<file path="config.mk">
export PLATFORM = sky130hd
export DESIGN_NAME = gmfrd_cell
export DESIGN_NICKNAME = d
export VERILOG_FILES = /design/src/hw/rtl/gmfrd_pkg.sv /design/src/hw/rtl/gmfrd_cell.sv
export SDC_FILE = /design/constraint.sdc
export NUM_CORES = 1
export LEC_CHECK = 0
export BUFFER_PORTS_ARGS = -buffer_cell sky130_fd_sc_hd__clkbuf_2
export CORE_MARGIN = 2
export CORE_UTILIZATION = 36
export DETAILED_ROUTE_END_ITERATION = 8
export PLACE_DENSITY_LB_ADDON = 0.25
export SKIP_LAST_GASP = 1
export SLEW_MARGIN = 20
export SYNTH_ARGS = -nofsm -noshare
export SYNTH_HDL_FRONTEND = slang
export SYNTH_SLANG_ARGS = --single-unit
</file>
<file path="constraint.sdc">
create_clock -name clock -period 0.8 [get_ports clock]
set_input_delay 0.08 -clock clock [delete_from_list [all_inputs] [get_ports clock]]
set_output_delay 0.08 -clock clock [all_outputs]
set_load 0.01 [all_outputs]
</file>
<file path="src/hw/rtl/gmfrd_pkg.sv">
// Package: shared constants, item types and request codes for the run detector.
package gmfrd_pkg;

   localparam int ONE_SIDED_TAPS = 31;
   localparam int MAX_BLOCK      = 65536;
   localparam int SAMPLE_BITS    = 16;

   localparam int TAP_COUNT   = ONE_SIDED_TAPS + 1;
   localparam int LINE_LEN    = 2 * ONE_SIDED_TAPS + 1;
   localparam int TAP_BITS    = 16;
   localparam int PROD_BITS   = SAMPLE_BITS + TAP_BITS + 1;
   localparam int ACC_BITS    = PROD_BITS + $clog2(LINE_LEN);
   localparam int COUNT_BITS  = $clog2(MAX_BLOCK) + 1;
   localparam int STEP_BITS   = $clog2(LINE_LEN);
   localparam int DIST_BITS   = $clog2(TAP_COUNT);
   localparam int FLUSH_BITS  = $clog2(ONE_SIDED_TAPS + 1);
   localparam int THR_BITS    = 39;
   localparam int SCALE_BITS  = 16;
   localparam int MAXDET_BITS = 16;
   localparam int SNR_BITS    = 32;
   localparam int ADDR_BITS   = 5;
   localparam int DATA_BITS   = 64;

   localparam logic [1:0] REQ_TAP    = 2'd0;
   localparam logic [1:0] REQ_SAMPLE = 2'd1;
   localparam logic [1:0] REQ_FLUSH  = 2'd2;
   localparam logic [1:0] REQ_UNUSED = 2'd3;

   localparam logic [1:0] REG_THRESHOLD = 2'd0;
   localparam logic [1:0] REG_SCALE     = 2'd1;
   localparam logic [1:0] REG_MAXDET    = 2'd2;

   typedef struct packed {
      logic [1:0]                    req_type;
      logic [4:0]                    tap_index;
      logic [TAP_BITS-1:0]           tap_value;
      logic signed [SAMPLE_BITS-1:0] sample;
   } req_item_type;

   typedef struct packed {
      logic signed [SNR_BITS-1:0] snr_value;
      logic [15:0]                sample_index;
      logic                       run_found;
      logic [15:0]                run_start;
      logic [16:0]                run_end;
      logic                       last;
   } rsp_item_type;

endpackage

</file>
<file path="src/hw/rtl/gmfrd_cell.sv">
// One delay-line cell: holds a sample and takes its neighbour's on each move.
module gmfrd_cell (
   input  logic                                   clock,
   input  logic                                   reset,
   input  logic                                   clear,
   input  logic                                   move,
   input  logic signed [gmfrd_pkg::SAMPLE_BITS-1:0] din,
   output logic signed [gmfrd_pkg::SAMPLE_BITS-1:0] dout
);

   logic signed [gmfrd_pkg::SAMPLE_BITS-1:0] value_ff;

   always_ff @(posedge clock) begin
      if (reset || clear) begin
         value_ff <= '0;
      end else if (move) begin
         value_ff <= din;
      end
   end

   assign dout = value_ff;

endmodule

</file>
# Word level (Yosys, flattened, before mapping)
# Index checks and enable logic that the tools add are counted.
[word_totals] output_inout_bits=16 regBits=16 wordCells=2 inputBits=20
[classes] reduce_logical=1
[ops] cell="$logic_or 1x1->1" count=1

# Longest topological paths before layout
[logic_depth] word_depth=1 mapped_depth=4 depth_no_buf=2

# Least setup slack after synthesis
# OpenSTA, ideal clock, no wires.
[synth_timing] path_type="input port to flip-flop" startpoint="input port move" endpoint="register value_ff, in the netlist dout[10]" slack_ns=0.078 required_time_ns=0.686 arrival_time_ns=0.607 stages=4 cell_sequence="buf_4 > buf_6 > mux2i_1 > nor2_1"
[synth_rtl] element="start, declared" line_no="gmfrd_cell.sv:6" rtl="input logic move,"
[synth_rtl] element="end signal, assigned" line_no="gmfrd_cell.sv:17" rtl="value_ff <= din;"
[synth_rtl] element="end, declared" line_no="gmfrd_cell.sv:11" rtl="logic signed [gmfrd_pkg::SAMPLE_BITS-1:0] value_ff;"

# Worst setup path after layout
[layout_timing] startpoint="register value_ff, in the netlist dout[1]" endpoint="output port dout[1] in the netlist's numbering"
[layout_rtl] element="end, declared" line_no="gmfrd_cell.sv:8" rtl="output logic signed [gmfrd_pkg::SAMPLE_BITS-1:0] dout"
# No word-level cell between the ends.

==> impl_results.md <==
- Share of power burned in registers: 0.581
- Gpl congestion: 0.558
- Slew Viols, Final: 0
- Worst path required time: 0.72 ns
- Root Driver: clkbuf_4
- First-pass GRT wire length: 1.50 mm
- CTS clock-pin slew for the worst setup and hold paths: ~0.090 ns
- Global route overflow: 0
- Clock network power share: 0.270
- Post-route setup slack: -0.00284 ns
- Initial detailed-routing violation count: 0
- NetSw: about 0.00032 W
- Lkg Pwr: around 0.46 nW
- Syn_nets: 73
- Nets: approximately 110
- Comb pwr share: 0.149
- Post-synth top flop: dfxtp_1
- Sink Count: 16
- Pin count of the biggest net entering global routing: 17
- Crit start category: flip-flop
- Antenna cells: 0
- CP max stage delay: 0.34 ns
- CP top delay family: flip-flops
- Mapped cell area: between 500 and 600 µm²
- #FFs+latches synth: 16
- Yosys warns: 0
- Routed Antenna Nets: 0
- Failing checks: negative setup slack
- Total CTS buffers: 3
- RSZ-0062 raised after global routing: yes
- Final WL: 1.17 mm
- CP Class: flip-flop to primary output
- Cell taking the most area after synthesis: dfxtp_1
- Initial DRT Pass Iterations: 1
- Share of layout cells above drive strength 1: 0.629
- Switching Fraction: 0.221
- Via Count: 468
- Clock Latency Late Sink: 0.27 ns
- Crit path max fanout: 2
- Dpl cell area: 762 µm²
- Core area: 1510 µm²
- Htree depth: 1
- Vias in the first global route: 391
- Final cycle utilization of the critical path: 1.00
- Vias/cell: about 4.5
- TritonCTS clock tree: built
- Min-delay worst type: input pin to flip-flop
- Post-synth cell types: 7
- Internal Power: 0.00113 W
- Initial antenna violation count: 0
- Fin. Hold Viols: 0
- Avg Cell Area, Syn: 11.0 µm²
- Ys async rst share: 0
- Reg2reg setup slack: 0.07 ns
- Die area: 1950 µm²
- Die W: 44.2 µm
- Num ports: 36
- Worst-margin pin slew: 0.537 ns
- Max FFs per register: 16
- GR Util All Layers: 0.105
- Clk_skew: 0 ns
- Final Power: 0.00145 W
- Final-report setup violation count: 1
- Worst slew margin: 0.642
- Critical path arrival: 0.72 ns
- Synthesized instance count: 53
- Crit-path cells: buf_6
- # DRC: 0
- Hold buffer count at CTS: 0
- Die H: 44.2 µm
- Seq/Total Area, Yosys: 0.551
- Worst vdd ir: 1120 µV
- Synthesis-to-layout area growth: 56.8%
- Outcome: finished with violations
- WL per Instance: ~11 µm
- Slowest CP cell: dfxtp_2
- Maxcap violations: 0
- Site row count: 14
- Max Buffers Root-to-Sink: 2
- Most frequent cells after synthesis: dfxtp_1, mux2i_1, nor2_1
- IO Port Bufs: 35
- Post-synth EDFFs: 0
- Initial Utilization: 0.386
- Setup TNS: -0.00284 ns
- Min cycle time layout: 0.803 ns
- Final instance area: about 910 µm²
- Worst hold slack: 0.0379 ns
- Fin util: 0.605
- Worst setup EP type: primary output
- Filler cells: 137
- Share of the synthesized area in the top cell type: 0.551
- Buffers plus inverters on the worst setup path: 1
- Max frequency: between 1 and 1.5 GHz
- Synth top area cells: dfxtp_1, mux2i_1, nor2_1
- PD cells: 1590 nW/µm²
tightest hold or removal path, cell delays in order:
cell and delay, ns:
clkbuf_2 0.07, mux2i_1 0.05, nor2_1 0.07
path summary, 6_finish.rpt:
kind            start  endpoint  cells after the start
max           dout[1]   dout[1]                      1
min           din[13]  dout[13]                      3
max reg2reg   dout[8]   dout[8]                      3
min reg2reg  dout[10]  dout[10]                      2
power by group through the flow:
stage	combinational [W]	clock [W]	sequential [W]
after floorplan	0.0000958	0	0.000866
after global placement	0.000183	0	0.000853
after detailed placement	0.000185	0	0.000853
after CTS	0.000186	0.000415	0.000839
after global routing	0.000235	0.000444	0.000849
final	0.000216	0.000392	0.000845
cells by family after synthesis:
kind of cell           after synthesis  synth area share
DFF                                 16             0.551
muxes                               16             0.275
buffers and inverters                4            0.0602
and+or+nand+nor                     17             0.114
placed cells by master (no fill, tap or decap), drive strengths merged:
cell type	instances
dfxtp	16
nor2	16
clkbuf	22
or2	1
buf	18
mux2i	16
routing by layer:
layer / wire length, µm / track usage / vias up
li1: - / - / 248
met1: 539 / 0.132 / 199
met2: 546 / 0.159 / 21
met3: 83 / 0.0367 / 0
met4: 0 / 0.0545 / 0
met5: 0 / 0 / -
timing repair:
item	4_1_cts	5_1_grt
gates resized for setup	16	32
endpoints found under the setup margin	16	16
pin swaps	0	0
buffers inserted	0	1
per-stage QoR:
stage,setup slack [ns],instances
finish,-0.00284,105
global route,-0.0340,105
CTS,-0.0186,104
detailed placement,-0.0623,101
global placement,0.00159,101
floorplan,0.0781,53
final cells by class:
class,instances,area [µm²],area share
flip-flops and latches,16,340,0.373
multi-input cells,33,226,0.248
repair buffers,37,303,0.332
well taps,16,20.0,0.0219
clock buffers,3,22.5,0.0247
Note: power is estimated with default switching activity, not from simulation.
