**src/hw/rtl/gmfrd_pkg.sv**
```systemverilog
// Package: shared constants, item types and request codes for the run detector.
package gmfrd_pkg;

   localparam int ONE_SIDED_TAPS = 31;
   localparam int MAX_BLOCK      = 65536;
   localparam int SAMPLE_BITS    = 16;

   localparam int TAP_COUNT   = ONE_SIDED_TAPS + 1;
   localparam int LINE_LEN    = 2 * ONE_SIDED_TAPS + 1;
   localparam int TAP_BITS    = 16;
   localparam int PROD_BITS   = SAMPLE_BITS + TAP_BITS + 1;
   localparam int ACC_BITS    = PROD_BITS + $clog2(LINE_LEN);
   localparam int COUNT_BITS  = $clog2(MAX_BLOCK) + 1;
   localparam int STEP_BITS   = $clog2(LINE_LEN);
   localparam int DIST_BITS   = $clog2(TAP_COUNT);
   localparam int FLUSH_BITS  = $clog2(ONE_SIDED_TAPS + 1);
   localparam int THR_BITS    = 39;
   localparam int SCALE_BITS  = 16;
   localparam int MAXDET_BITS = 16;
   localparam int SNR_BITS    = 32;
   localparam int ADDR_BITS   = 5;
   localparam int DATA_BITS   = 64;

   localparam logic [1:0] REQ_TAP    = 2'd0;
   localparam logic [1:0] REQ_SAMPLE = 2'd1;
   localparam logic [1:0] REQ_FLUSH  = 2'd2;
   localparam logic [1:0] REQ_UNUSED = 2'd3;

   localparam logic [1:0] REG_THRESHOLD = 2'd0;
   localparam logic [1:0] REG_SCALE     = 2'd1;
   localparam logic [1:0] REG_MAXDET    = 2'd2;

   typedef struct packed {
      logic [1:0]                    req_type;
      logic [4:0]                    tap_index;
      logic [TAP_BITS-1:0]           tap_value;
      logic signed [SAMPLE_BITS-1:0] sample;
   } req_item_type;

   typedef struct packed {
      logic signed [SNR_BITS-1:0] snr_value;
      logic [15:0]                sample_index;
      logic                       run_found;
      logic [15:0]                run_start;
      logic [16:0]                run_end;
      logic                       last;
   } rsp_item_type;

endpackage

```
**src/hw/rtl/gmfrd_snr.sv**
```systemverilog
// SNR scaling: accumulator times scale, floor shift by 16, saturate, two stages.
module gmfrd_snr (
   input  logic                                     clock,
   input  logic                                     reset,
   input  logic                                     start,
   input  logic signed [gmfrd_pkg::ACC_BITS-1:0]    acc,
   input  logic [gmfrd_pkg::SCALE_BITS-1:0]         scale,
   output logic                                     done,
   output logic signed [gmfrd_pkg::SNR_BITS-1:0]    snr
);

   localparam int LO_BITS = 20;
   localparam int HI_BITS = gmfrd_pkg::ACC_BITS - LO_BITS;
   localparam int LP_BITS = LO_BITS + gmfrd_pkg::SCALE_BITS;
   localparam int HP_BITS = HI_BITS + gmfrd_pkg::SCALE_BITS + 1;
   localparam int P_BITS  = gmfrd_pkg::ACC_BITS + gmfrd_pkg::SCALE_BITS + 1;
   localparam int Q_BITS  = P_BITS - 16;

   logic                      s1_ff, s2_ff;
   logic [LP_BITS-1:0]        lo_ff, lo_in;
   logic signed [HP_BITS-1:0] hi_ff, hi_in;
   logic signed [gmfrd_pkg::SNR_BITS-1:0] snr_ff, snr_in;
   logic signed [P_BITS-1:0]  prod;
   logic signed [Q_BITS-1:0]  quot;

   always_comb begin
      lo_in = LP_BITS'(acc[LO_BITS-1:0]) * LP_BITS'(scale);
      hi_in = $signed(acc[gmfrd_pkg::ACC_BITS-1:LO_BITS])
              * $signed({1'b0, scale});
      prod  = ($signed(P_BITS'(hi_ff)) <<< LO_BITS) + $signed(P_BITS'(lo_ff));
      quot  = Q_BITS'(prod >>> 16);
      if (quot > $signed(Q_BITS'(32'sh7FFF_FFFF))) begin
         snr_in = 32'sh7FFF_FFFF;
      end else if (quot < -$signed(Q_BITS'(33'sh0_8000_0000))) begin
         snr_in = 32'sh8000_0000;
      end else begin
         snr_in = quot[gmfrd_pkg::SNR_BITS-1:0];
      end
   end

   always_ff @(posedge clock) begin
      if (reset) begin
         s1_ff <= 1'b0;
         s2_ff <= 1'b0;
      end else begin
         s1_ff <= start;
         s2_ff <= s1_ff;
      end
      lo_ff  <= lo_in;
      hi_ff  <= hi_in;
      snr_ff <= snr_in;
   end

   assign done = s2_ff;
   assign snr  = snr_ff;

endmodule
```
**config.mk**
```make
export PLATFORM = sky130hd
export DESIGN_NAME = gmfrd_snr
export DESIGN_NICKNAME = d
export VERILOG_FILES = /design/src/hw/rtl/gmfrd_pkg.sv /design/src/hw/rtl/gmfrd_snr.sv
export SDC_FILE = /design/constraint.sdc
export NUM_CORES = 2
export LEC_CHECK = 0
export BUFFER_PORTS_ARGS = -buffer_cell sky130_fd_sc_hd__buf_2
export CORE_UTILIZATION = 65
export CTS_BUF_LIST = sky130_fd_sc_hd__clkbuf_16
export CTS_CLUSTER_DIAMETER = 200
export CTS_CLUSTER_SIZE = 30
export DETAILED_ROUTE_END_ITERATION = 12
export HOLD_SLACK_MARGIN = 0.05
export PLACE_DENSITY = 0.83
export SLEW_MARGIN = 20
export SYNTH_ARGS = -nofsm -noshare
export SYNTH_HDL_FRONTEND = slang
export SYNTH_SLANG_ARGS = --single-unit
```
**constraint.sdc**
```tcl
create_clock -name clock -period 18.5 [get_ports clock]
set_input_delay 2.775 -clock clock [delete_from_list [all_inputs] [get_ports clock]]
set_output_delay 2.775 -clock clock [all_outputs]
set_load 0.02 [all_outputs]
```
After elaboration in Yosys (flattened, before gate mapping)

Index checks and enable logic that the tools add are counted.

Flip-flop bits (word level): 106
Word-level logic and storage cells: 11

Add/sub/neg operators: 1
Multiply operators: 2
Order comparisons: 2
Mux-type cells: 1

Operators by type and width:

| cell                 | number |
|---|---|
| $add 56x37->56       | 1 |
| $gt 40x32->1 const B | 1 |
| $lt 40x32->1 const B | 1 |
| $mul 19x17->36       | 1 |
| $mul 20x16->36       | 1 |
| $mux 32              | 1 |

Logic depth before layout (Yosys ltp)

Depth in word-level cells: 3
Mapped depth: 26

Worst setup path before layout

OpenSTA, ideal clock, no wires.

Kind: in2reg
Start: in scale[4] (netlist name)
End: reg hi_ff[34]
Setup time: 0.095 ns
Data arrival time: 8.513 ns
Data required time: 18.405 ns
Setup slack: 9.892 ns
Stages: 22
Buffers on the path: 2
Path through: clkbuf_1 -> clkbuf_1 -> nand2_1 -> fa_1 -> fa_1 -> fa_1 -> fa_1 -> inv_1 -> fa_1 -> inv_1 -> fa_1 -> inv_1 -> ha_1 -> and3_1 -> and3_1 -> o21a_1 -> o31a_1 -> o2111a_1 -> o311a_1 -> a41oi_1 -> a21oi_1 -> o311ai_1

Word-level cells in the longest chain between the ends: 1

RTL lines:

| element                | RTL line        | source |
|---|---|---|
| start: declaration     | gmfrd_snr.sv:7  | `input logic [gmfrd_pkg::SCALE_BITS-1:0] scale,` |
| $mul 19x17->36         | gmfrd_snr.sv:29 | `* $signed({1'b0, scale});` |
| named net hi_in[34]    | gmfrd_snr.sv:21 | `logic signed [HP_BITS-1:0] hi_ff, hi_in;` |
| end signal: assignment | gmfrd_snr.sv:50 | `hi_ff <= hi_in;` |
| end: declaration       | gmfrd_snr.sv:21 |  |

The timed path passes the listed nets, and every way through them passes these cells.
A chain may end at the register's enable or synchronous reset.

Final worst setup path

Start: in scale[2] (netlist name)
End: reg hi_ff[33]

Same word-level chain as after synthesis.

==> reports/results.ini <==
[run_status]
outcome=completed

[grt]
grt_pass1_wl_mm=99.0
top_usage_layer=met2
antenna_found_initial=6
gr-usage-met2_pct=57.1
gr-usage-met3_pct=7.12
overflow=0
grt_pass1_vias=20600
grt_usage_pct=32.9
grt_max_degree=40
gr-usage-met1_pct=39.3

[die]
die_w_um=197
dieArea_sq_um=38600
start_util_pct=66.6
core_area_sq_um=37000
ioPinCount=91
rows=70
die_height_um=197

[timing]
slew_violations=0
clock.fmax_mhz=108
finalClockSkew_ns=0.0211
finalCritPeriodShare_pct=50.0
hold_violations=0
rsz0062_at_grt=no
tightest_slew_ns=0.956
max_slew_margin_pct=36.3
fin_tns_setup_ns=0
fin_crit_ns=9.25
setup_violations=0
worst_slack_ns=9.25

[detailed_routing]
dr.first_iter.drc_count=1088
ant_nets=0
wl_mm=58.7
post_drt_wl_per_cell_um=18.3
firstDrtPassIters=7
dr_total_vias=18100
via_per_inst=5.64
post-route-drc-count=0

[synthesis]
synth_area_leaders=fa_1 45%, ha_1 11%, inv_1 9.7%, dfxtp_1 7.3%, and2_1 7.2%
ys_ff_latch=90
ys.flop_type=dfxtp_1
yosysTopAreaCell=fa_1
synth-edff-count=0
syn_area_sq_um=24600
synth_seq_area_share_pct=7.32
synth_nets=3525
synth_top_area_share_pct=45.3
async_flop_share_pct=0
yosysUniqueCellTypes=63
ys_warn_count=0
syn_inst=2698
postSynthAreaPerCell_sq_um=9.12

[clock_tree]
cts_sinks=90
numCtsBuffers=9
cts_tree=done
path_clk_slew_ns=0.08
hold_buffers=0
cts_resized=0
clockRootBuffer=clkbuf_16
cts_setup_buffers=0
h-tree-depth=3
clk_path_buf_depth=2
clk_latency_ns=0.38

[placed_design]
dp_slack_ns=9.03
place_congestion=0.897
dpl.hpwl_mm=46.6
placed_cells=3183
portBuffers=90

[cells_and_area]
synthToLayoutAreaGrowth_pct=3.75
final_nets=3517
multi_input_area_sq_um=19900
regArea_sq_um=1800
drive_above_1_share_pct=5.23
stdcell_count=3200
nFillCells=2879

[critical_path]
crit_fanout=39
crit_type=input port to flop
setup.worst_path.start_class=input port
worstSetupEndpointType=flop
required_ns=18.79
critical_path_arrival_ns=9.55
r2r.worst_path.cells=11

[hold_path]
hold_depth=1
hold_path.class=flop to flop

[flow_run]
cap_violations=0

==> flip-flops by register name (all words and copies together) (netlist names) <==
| register | cells |
|---|---|
| done | 1 |
| s1_ff | 1 |
| snr | 32 |
| hi_ff | 36 |
| lo_ff | 20 |
==> placed cells by master (no fill, tap or decap), types with 3 or more instances in the layout <==
cell type	instances
a21o_1	32
ha_1	212
a31oi_1	6
o311ai_0	4
nand3_1	15
fa_1	557
o211ai_1	6
o21bai_1	7
clkbuf_16	9
and4_1	3
nand2b_1	8
xor2_1	30
nor2_1	41
or2_2	3
inv_1	637
o21ai_0	35
o21ai_2	20
and3_1	7
o311a_1	3
o21ai_1	4
nor2b_1	13
o31a_1	3
or3_1	5
buf_2	90
nand2_1	380
dfxtp_1	90
xnor2_1	52
o21a_1	16
nor3_1	14
nand4_1	8
a21oi_1	49
nand3b_1	3
a211oi_1	5
and2_1	283
==> Yosys cell counts, types with 8 or more instances <==
cell	number
a21o_1	32
a21oi_1	49
and2_1	283
clkbuf_1	104
dfxtp_1	90
fa_1	557
ha_1	212
inv_1	637
nand2_1	380
nand2b_1	8
nand3_1	15
nand4_1	8
nor2_1	41
nor2b_1	13
nor3_1	14
o21a_1	16
o21ai_0	35
o21ai_2	20
xnor2_1	52
xor2_1	30
==> cells by family after synthesis <==
family / after synthesis / synth area share (%)
AO/OA/AOI/OAI: 218 / 6.18
flip-flops: 90 / 7.32
XOR/XNOR: 82 / 2.92
adder cells (fa/ha/maj): 769 / 56.1
multiplexers: 1 / 0.0407
buffers and inverters: 748 / 11.6
AND/OR/NAND/NOR: 790 / 15.8
==> critical path, stage by stage <==
cell      delay (ns)
buf_2           0.67
nand2_1         0.23
inv_1           0.18
fa_1            0.54
fa_1            0.61
fa_1            0.47
fa_1            0.47
fa_1            0.52
inv_1           0.05
fa_1            0.48
inv_1           0.04
ha_1            0.36
a21oi_1         0.28
inv_1           0.06
o311ai_0        0.56
nand4_1         0.26
nand2_1         0.19
o21ai_0         0.17
a21oi_1         0.25
o21ai_0         0.13
xnor2_1         0.22
==> stage by stage <==
stage	hold slack [ns]	instance area [sq um]	util, %
after floorplan	0.414	24600	-
after global placement	0.433	25200	68.3
after detailed placement	0.439	25200	68.3
after CTS	0.449	25500	69.1
after global routing	0.468	25500	69.1
final	0.454	25500	69.1
==> routing by layer <==
layer	routed length, um	up-vias
met4	2250	6
li1	-	7950
met2	29100	850
met1	21800	9048
met3	5530	202
met5	44	-
==> area by class of cell <==
class | count | area share [%]
antenna | 1 | 0.00980
tap | 504 | 2.47
inverter | 637 | 9.37
timing repair buffer | 92 | 1.82
clock inverter | 7 | 0.235
clock buffer | 9 | 0.882
multi-input combinational | 1860 | 78.2
sequential | 90 | 7.06
==> worst paths after layout <==
kind / from / endpoint / slack (ns)
worst min-delay path: s1_ff / done / 0.45
worst min register to register: s1_ff / done / 0.45
worst max-delay path: scale[2] / hi_ff[33] / 9.25
worst max register to register: lo_ff[20] / snr[6] / 14.60
Power is not shown: default switching activity piles up to over one toggle a cycle in this logic, so the estimate is an artifact.
